## src/rtl/drs_pkg.sv

```systemverilog
`timescale 1ns / 1ps
// ----------------------------------------------------------------------------
// Delivery rate sampler package
// Shared widths, codes and the types that pass between front and back.
// ----------------------------------------------------------------------------
package drs_pkg;

    localparam int TABLE_DEPTH = 256;   // power of two, slot is the low bits
    localparam int IDX_W       = $clog2(TABLE_DEPTH);
    localparam int QUEUE_DEPTH = 2;
    localparam int QPTR_W      = $clog2(QUEUE_DEPTH);

    localparam int TOT_W   = 48;
    localparam int TIME_W  = 40;
    localparam int PN_W    = 32;
    localparam int SIZE_W  = 16;
    localparam int DVD_W   = 72;        // bytes * 8e6 fits in 71 bits
    localparam int DIV_STEPS = DVD_W / 2;
    localparam int CNT_W   = $clog2(DIV_STEPS);

    localparam logic [DVD_W-1:0] BITS_US = DVD_W'(8000000);
    localparam logic [TOT_W-1:0] RATE_MAX = {TOT_W{1'b1}};

    localparam logic [1:0] OP_SENT  = 2'd0;
    localparam logic [1:0] OP_ACKED = 2'd1;
    localparam logic [1:0] OP_LOST  = 2'd2;
    localparam logic [1:0] OP_UNDEF = 2'd3;

    localparam logic [2:0] ST_SAMPLE    = 3'd0;
    localparam logic [2:0] ST_SEND_LOSS = 3'd1;
    localparam logic [2:0] ST_UNTRACKED = 3'd2;
    localparam logic [2:0] ST_NO_ROUND  = 3'd3;
    localparam logic [2:0] ST_NO_PRIOR  = 3'd4;
    localparam logic [2:0] ST_NOT_LATER = 3'd5;

    typedef struct packed {
        logic [1:0]        opcode;
        logic [TIME_W-1:0] event_time;
        logic [PN_W-1:0]   pkt_num;
        logic [SIZE_W-1:0] packet_bytes;
        logic              flight_empty;
        logic              round_end;
        logic [IDX_W-1:0]  slot;
    } item_t;

    typedef struct packed {
        logic  valid;
        item_t item;
    } queue_head_t;

    typedef struct packed {
        logic [PN_W-1:0]   number;
        logic [TIME_W-1:0] tx_time;
        logic [SIZE_W-1:0] size;
        logic [TOT_W-1:0]  total_sent;
        logic [TOT_W-1:0]  sent_at_prev_ack;
        logic [TIME_W-1:0] prev_ack_sent_time;
        logic [TIME_W-1:0] prev_ack_time;
        logic [TOT_W-1:0]  acked_at_prev_ack;
    } entry_t;

endpackage

```

## src/rtl/drs_front.sv

```systemverilog
`timescale 1ns / 1ps
// ----------------------------------------------------------------------------
// Delivery rate sampler front end
// Accepts items, works out the table slot and holds them in a short queue.
// ----------------------------------------------------------------------------
module drs_front
(
    input  logic                          clk,
    input  logic                          rst_n,
    input  logic                          in_valid,
    output logic                          in_stall,
    input  logic [1:0]                    opcode,
    input  logic [drs_pkg::TIME_W-1:0]    event_time,
    input  logic [drs_pkg::PN_W-1:0]      pkt_num,
    input  logic [drs_pkg::SIZE_W-1:0]    packet_bytes,
    input  logic                          flight_empty,
    input  logic                          round_end,
    output drs_pkg::queue_head_t          head,
    input  logic                          pop
);

    drs_pkg::item_t              queue_mem [drs_pkg::QUEUE_DEPTH];
    logic [drs_pkg::QPTR_W-1:0]  wr_ptr_reg;
    logic [drs_pkg::QPTR_W-1:0]  rd_ptr_reg;
    logic [drs_pkg::QPTR_W:0]    count_reg;
    logic                        push;
    logic                        do_pop;
    drs_pkg::item_t              new_item;

    assign in_stall = (count_reg == (drs_pkg::QPTR_W+1)'(drs_pkg::QUEUE_DEPTH));
    assign push     = in_valid && !in_stall;
    assign do_pop   = pop && (count_reg != '0);

    always_comb
    begin
        new_item.opcode        = opcode;
        new_item.event_time    = event_time;
        new_item.pkt_num       = pkt_num;
        new_item.packet_bytes  = packet_bytes;
        new_item.flight_empty  = flight_empty;
        new_item.round_end     = round_end;
        new_item.slot          = pkt_num[drs_pkg::IDX_W-1:0];
    end

    always_ff @(posedge clk)
    begin
        if (push)
        begin
            queue_mem[wr_ptr_reg] <= new_item;
        end
    end

    always_ff @(posedge clk or negedge rst_n)
    begin
        if (!rst_n)
        begin
            wr_ptr_reg <= '0;
            rd_ptr_reg <= '0;
            count_reg  <= '0;
        end
        else
        begin
            if (push)
            begin
                wr_ptr_reg <= wr_ptr_reg + 1'b1;
            end
            if (do_pop)
            begin
                rd_ptr_reg <= rd_ptr_reg + 1'b1;
            end
            if (push && !do_pop)
            begin
                count_reg <= count_reg + 1'b1;
            end
            else if (do_pop && !push)
            begin
                count_reg <= count_reg - 1'b1;
            end
        end
    end

    assign head.valid = (count_reg != '0);
    assign head.item  = queue_mem[rd_ptr_reg];

endmodule

```

## config.mk

```make
export PLATFORM = sky130hd
export DESIGN_NAME = drs_front
export DESIGN_NICKNAME = d
export VERILOG_FILES = /design/src/rtl/drs_pkg.sv /design/src/rtl/drs_front.sv
export SDC_FILE = /design/constraint.sdc
export NUM_CORES = 1
export LEC_CHECK = 0
export ABC_CLOCK_PERIOD_IN_PS = 7900
export BUFFER_PORTS_ARGS = -buffer_cell sky130_fd_sc_hd__clkbuf_2
export CORE_ASPECT_RATIO = 1.4
export CORE_UTILIZATION = 50
export CTS_CLUSTER_DIAMETER = 50
export CTS_CLUSTER_SIZE = 25
export DETAILED_ROUTE_END_ITERATION = 7
export PLACE_DENSITY = 0.74
export SYNTH_ARGS = -nofsm -noshare
export SYNTH_HDL_FRONTEND = slang
export SYNTH_SLANG_ARGS = --single-unit
```

## constraint.sdc

```tcl
create_clock -name clk -period 7.9 [get_ports clk]
set_input_delay 1.185 -clock clk [delete_from_list [all_inputs] [get_ports clk]]
set_output_delay 1.185 -clock clk [all_outputs]
set_load 0.01 [all_outputs]
```

### Word-level counts from Yosys, hierarchy flattened

Memory sizes are Yosys's and may differ from the RTL's.
Cells that the tools add are included.

| cells by class | value |
|---|---|
| eq/ne operators | 1 |
| multiplexer cells | 4 |
| $add $sub $neg | 4 |
| reductions and logical operators | 9 |

Operators with widths:

| cell | number |
|---|---|
| logical AND 1 bit | 4 |
| two-way mux 2 bit | 2 |
| nonzero test 2 bit | 2 |
| logical NOT 1 bit | 3 |
| adder 1 bit (second input constant) | 2 |
| adder 2 x 1 -> 2 bit (second input constant) | 1 |
| equality test 2 bit (second input constant) | 1 |
| two-way mux 1 bit | 2 |
| subtractor 2 x 1 -> 2 bit (second input constant) | 1 |

| storage, ports and cells | value |
|---|---|
| memories | 1 |
| register bits | 4 |
| RAM bits | 200 |
| word-level logic and storage cells | 22 |
| output and inout bits | 102 |

Memories:

| memory | words | width | rd ports | clocked after Yosys merged registers in | write ports | RTL line | text |
|---|---|---|---|---|---|---|---|
| queue_mem | 2 | 100 | 1 | 0 | 1 | drs_front.sv:22 | `drs_pkg::item_t queue_mem [drs_pkg::QUEUE_DEPTH];` |

### Longest topological paths before layout

| depth | value |
|---|---|
| depth after elaboration | 7 |
| gate-level depth with buffers | 7 |

### Least setup slack after synthesis

Ideal clock, no wire load.

| timing path | value |
|---|---|
| path type | input port to flip-flop |
| start point | input in_valid |
| end point | memory queue_mem[0][10] (netlist name) (enable) |
| data arrival time | 5.106 ns |
| setup time | 0.543 ns |
| buffers on the path | 0 |
| setup slack | 2.251 ns |
| stages on the path | 2 |
| path through | nand2_1 -> nor2_1 |

| between the ends | value |
|---|---|
| cells in the longest elaborated chain, start to end | 3 |

RTL lines:

| what | RTL line | text |
|---|---|---|
| start: declaration | drs_front.sv:10 | `input logic in_valid,` |
| logical AND 1 bit | drs_front.sv:31 | `assign push = in_valid && !in_stall;` |
| two-way mux 1 bit | drs_front.sv:47 | `if (push)` |
| two-way mux 1 bit (not written as such) | drs_front.sv:49 | `queue_mem[wr_ptr_reg] <= new_item;` |
| end: declaration | drs_front.sv:22 |  |

Every way passes these cells.

==> impl_results.md <==
- DP HPWL: 8.194 mm
- Post-synth cell types: 16
- Largest net degree at the start of global routing: about 50
- Clock slew at reported path FFs: roughly 70 ps
- IO Port Bufs: between 150 and 200
- Clk sinks: ~190
- Placed inst area: about 0.0083 mm2
- Die width: around 100 um
- Netlist Area Pre-Place: 0.007178 mm2
- Critical setup path kind: flop to output port
- EDFF count, synth: approximately 180
- Vias per Instance: between 4 and 5
- Sequential share of the synthesized area: between 70% and 80%
- Layout cells sized above 1: ~62%
- Nets@finish: about 600
- Period Utilization, post-route: approximately half
- Top cell type's share of synthesized area: 76.97%
- Setup ws final: between 3000 and 4000 ps
- Int Pwr: about 0.0024 W
- Die area: approximately 0.015 mm2
- Synth Flop Type: edfxtp_1
- Setup Skew: a little under 9 ps
- IO Pins: 198
- Relative slew slack: 43.32%
- CP Launch Type: flop
- Top post-synthesis cells by area: edfxtp_1 77%, mux2_4 15%, mux2_2 3.5%
- Hold_buf cts: 0
- Synth async-reset ratio: under 10%
- Antenna Violating Nets Remaining: 0
- Layout overhead on the synthesized area: 24.02%
- Largest register FFs: ~180
- Number of max-cap violations: 0
- Total CTS buffers: 17
- Initial Util: approximately half
- CTS tree: built
- Core area: roughly 0.014 mm2
- Syn Nets: 410
- Setup violators final: 0
- Setup Buffers After CTS: 0
- Sw power: 0.0009776 W
- WL/cell: between 15 and 20 um
- HP Class: flop to flop
- Initial antenna violation count: 1
- Count leader, synth: edfxtp_1
- Average size of a mapped cell: roughly 23 um2
- Maximum achievable frequency: about 250 MHz
- Comb power frac: between 30% and 40%
- Die Ht: between 100 and 150 um
- Clk_lat worst skew: ~420 ps
- Final instance area: 0.008902 mm2
- Minimum clock period: between 3000 and 4000 ps
- Number of global-route vias before repair: around 3,600
- Final Max Tran Viols: 0
- Gate count of the mapped netlist: between 300 and 400
- # DRC: 0
- H-Tree Depth: 4
- Gr usage total: roughly 17%
- Global route overflow: 0
- CP Data Required Time: 6710 ps
- Pleak: 3.601 nW
- WP data arrival: roughly 2800 ps
- Max VDD drop: approximately 0.00033 V
- RePlAce Congestion: roughly 0.72
- Initial DRC Count: 66
- Crit end category: output port
- Clock buffer depth: 2
- Final hold vios: 0
- Worst slew pin tran: 850.2 ps
- Run status: finished, final reports clean
- First-pass GRT wire length: about 18 mm
- Num rows: just over 50
- Synth Register Bits: about 190
- Yosys warns: 0
- Sw Ratio: slightly below 30%
- Seq pwr share: 43.9%
- RSZ-0062 raised after global routing: false
- Clk network pwr share: between 20% and 30%
- Post-synth top cells: 184 x edfxtp_1, 70 x mux2_4, 22 x mux2_2
- Max FO, Critical Path: 49
- Post-synth top area cell: edfxtp_1
- Via count: 3,492
- Pre-CTS setup slack: ~4400 ps
- CTS resizes: 0
- DR pass1 iterations: 5
- PD cells: between 300 and 400 mW/mm2
- Setup TNS: 0 ps
- Drt total wl: 12.22 mm
- Root buffer cell: clkbuf_16
## layout make-up
class,instances,area (um2)
antenna,1,2.502
clock inverter,14,185.2
sequential,188,5629
inverter,2,7.507
clock buffer,18,429.2
multi-input combinational,105,1401
timing repair buffer,201,1016
tap,185,231.5
fill,988,5072
## cell usage in the layout, fill, tap and decap left out, types with 2 or more instances in the layout
| cell | n |
|---|---|
| buf_4 | 4 |
| bufinv_16 | 3 |
| clkbuf_16 | 17 |
| clkbuf_2 | 197 |
| clkinvlp_4 | 4 |
| dfrtp_1 | 3 |
| edfxtp_1 | 184 |
| inv_1 | 2 |
| inv_6 | 2 |
| inv_8 | 3 |
| mux2_2 | 22 |
| mux2_4 | 70 |
| nand2_1 | 2 |
| xnor2_1 | 3 |
| xor2_1 | 2 |
## power groups by stage
stage               Sequential, W  Combinational [W]  Clock, W
finish                    0.00148            0.00102  0.000875
global route              0.00150            0.00110  0.000928
CTS                       0.00148            0.00104  0.000892
detailed placement        0.00150            0.00103         0
global placement          0.00149            0.00102         0
floorplan                 0.00145           0.000784         0
## metal layers
metal  part of all wire [%]  track usage [%]  up-vias
met4                    2.1            8.302        0
met3                    6.7            6.226       16
met5                      0                0        -
met1                     36            17.93     1724
met2                     55            28.88      124
li1                       -                -     1628
## kinds of logic after synthesis
group / after synthesis / share of synthesized area (%)
xor gates and xnor gates: 5 / 0.6102
adders and majority gates: 1 / 0.1743
buffers and inverters: 20 / 2.283
DFF: 188 / 78.37
muxes: 92 / 18.09
and+or+nand+nor: 7 / 0.4709
## worst max-delay path, cell delays in order, from the launching register on
cell	delay, ps
dfrtp_4	940
buf_4	780
mux2_2	420
clkbuf_2	130
## worst paths after layout
| check | start | to | slack (ps) | cells past startpoint |
|---|---|---|---|---|
| max in group asynchronous | rst_n | rd_ptr_reg | 7200 | 1 |
| worst max-delay path | rd_ptr_reg | head[76] | 3960 | 3 |
| worst max register to register | count_reg[0] | queue_mem[1][64] | 5660 | 3 |
| worst min-delay path | count_reg[1] | count_reg[1] | 500 | 1 |
| min in group asynchronous | rst_n | rd_ptr_reg | 560 | 1 |
| worst min register to register | count_reg[1] | count_reg[1] | 500 | 1 |
## metrics by stage
step | std cells | util (%) | power, W | hold slack [ps]
2_1_floorplan | 313 | - | 0.002236 | 455.9
3_3_place_gp | 681 | 59.29 | 0.002506 | 475.0
3_5_place_dp | 681 | 59.29 | 0.002538 | 486.6
4_1_cts | 713 | 63.69 | 0.003413 | 502.7
5_1_grt | 713 | 63.69 | 0.003529 | 535.0
6_report | 714 | 63.70 | 0.003371 | 501.2
(Power assumes the default switching activity.)
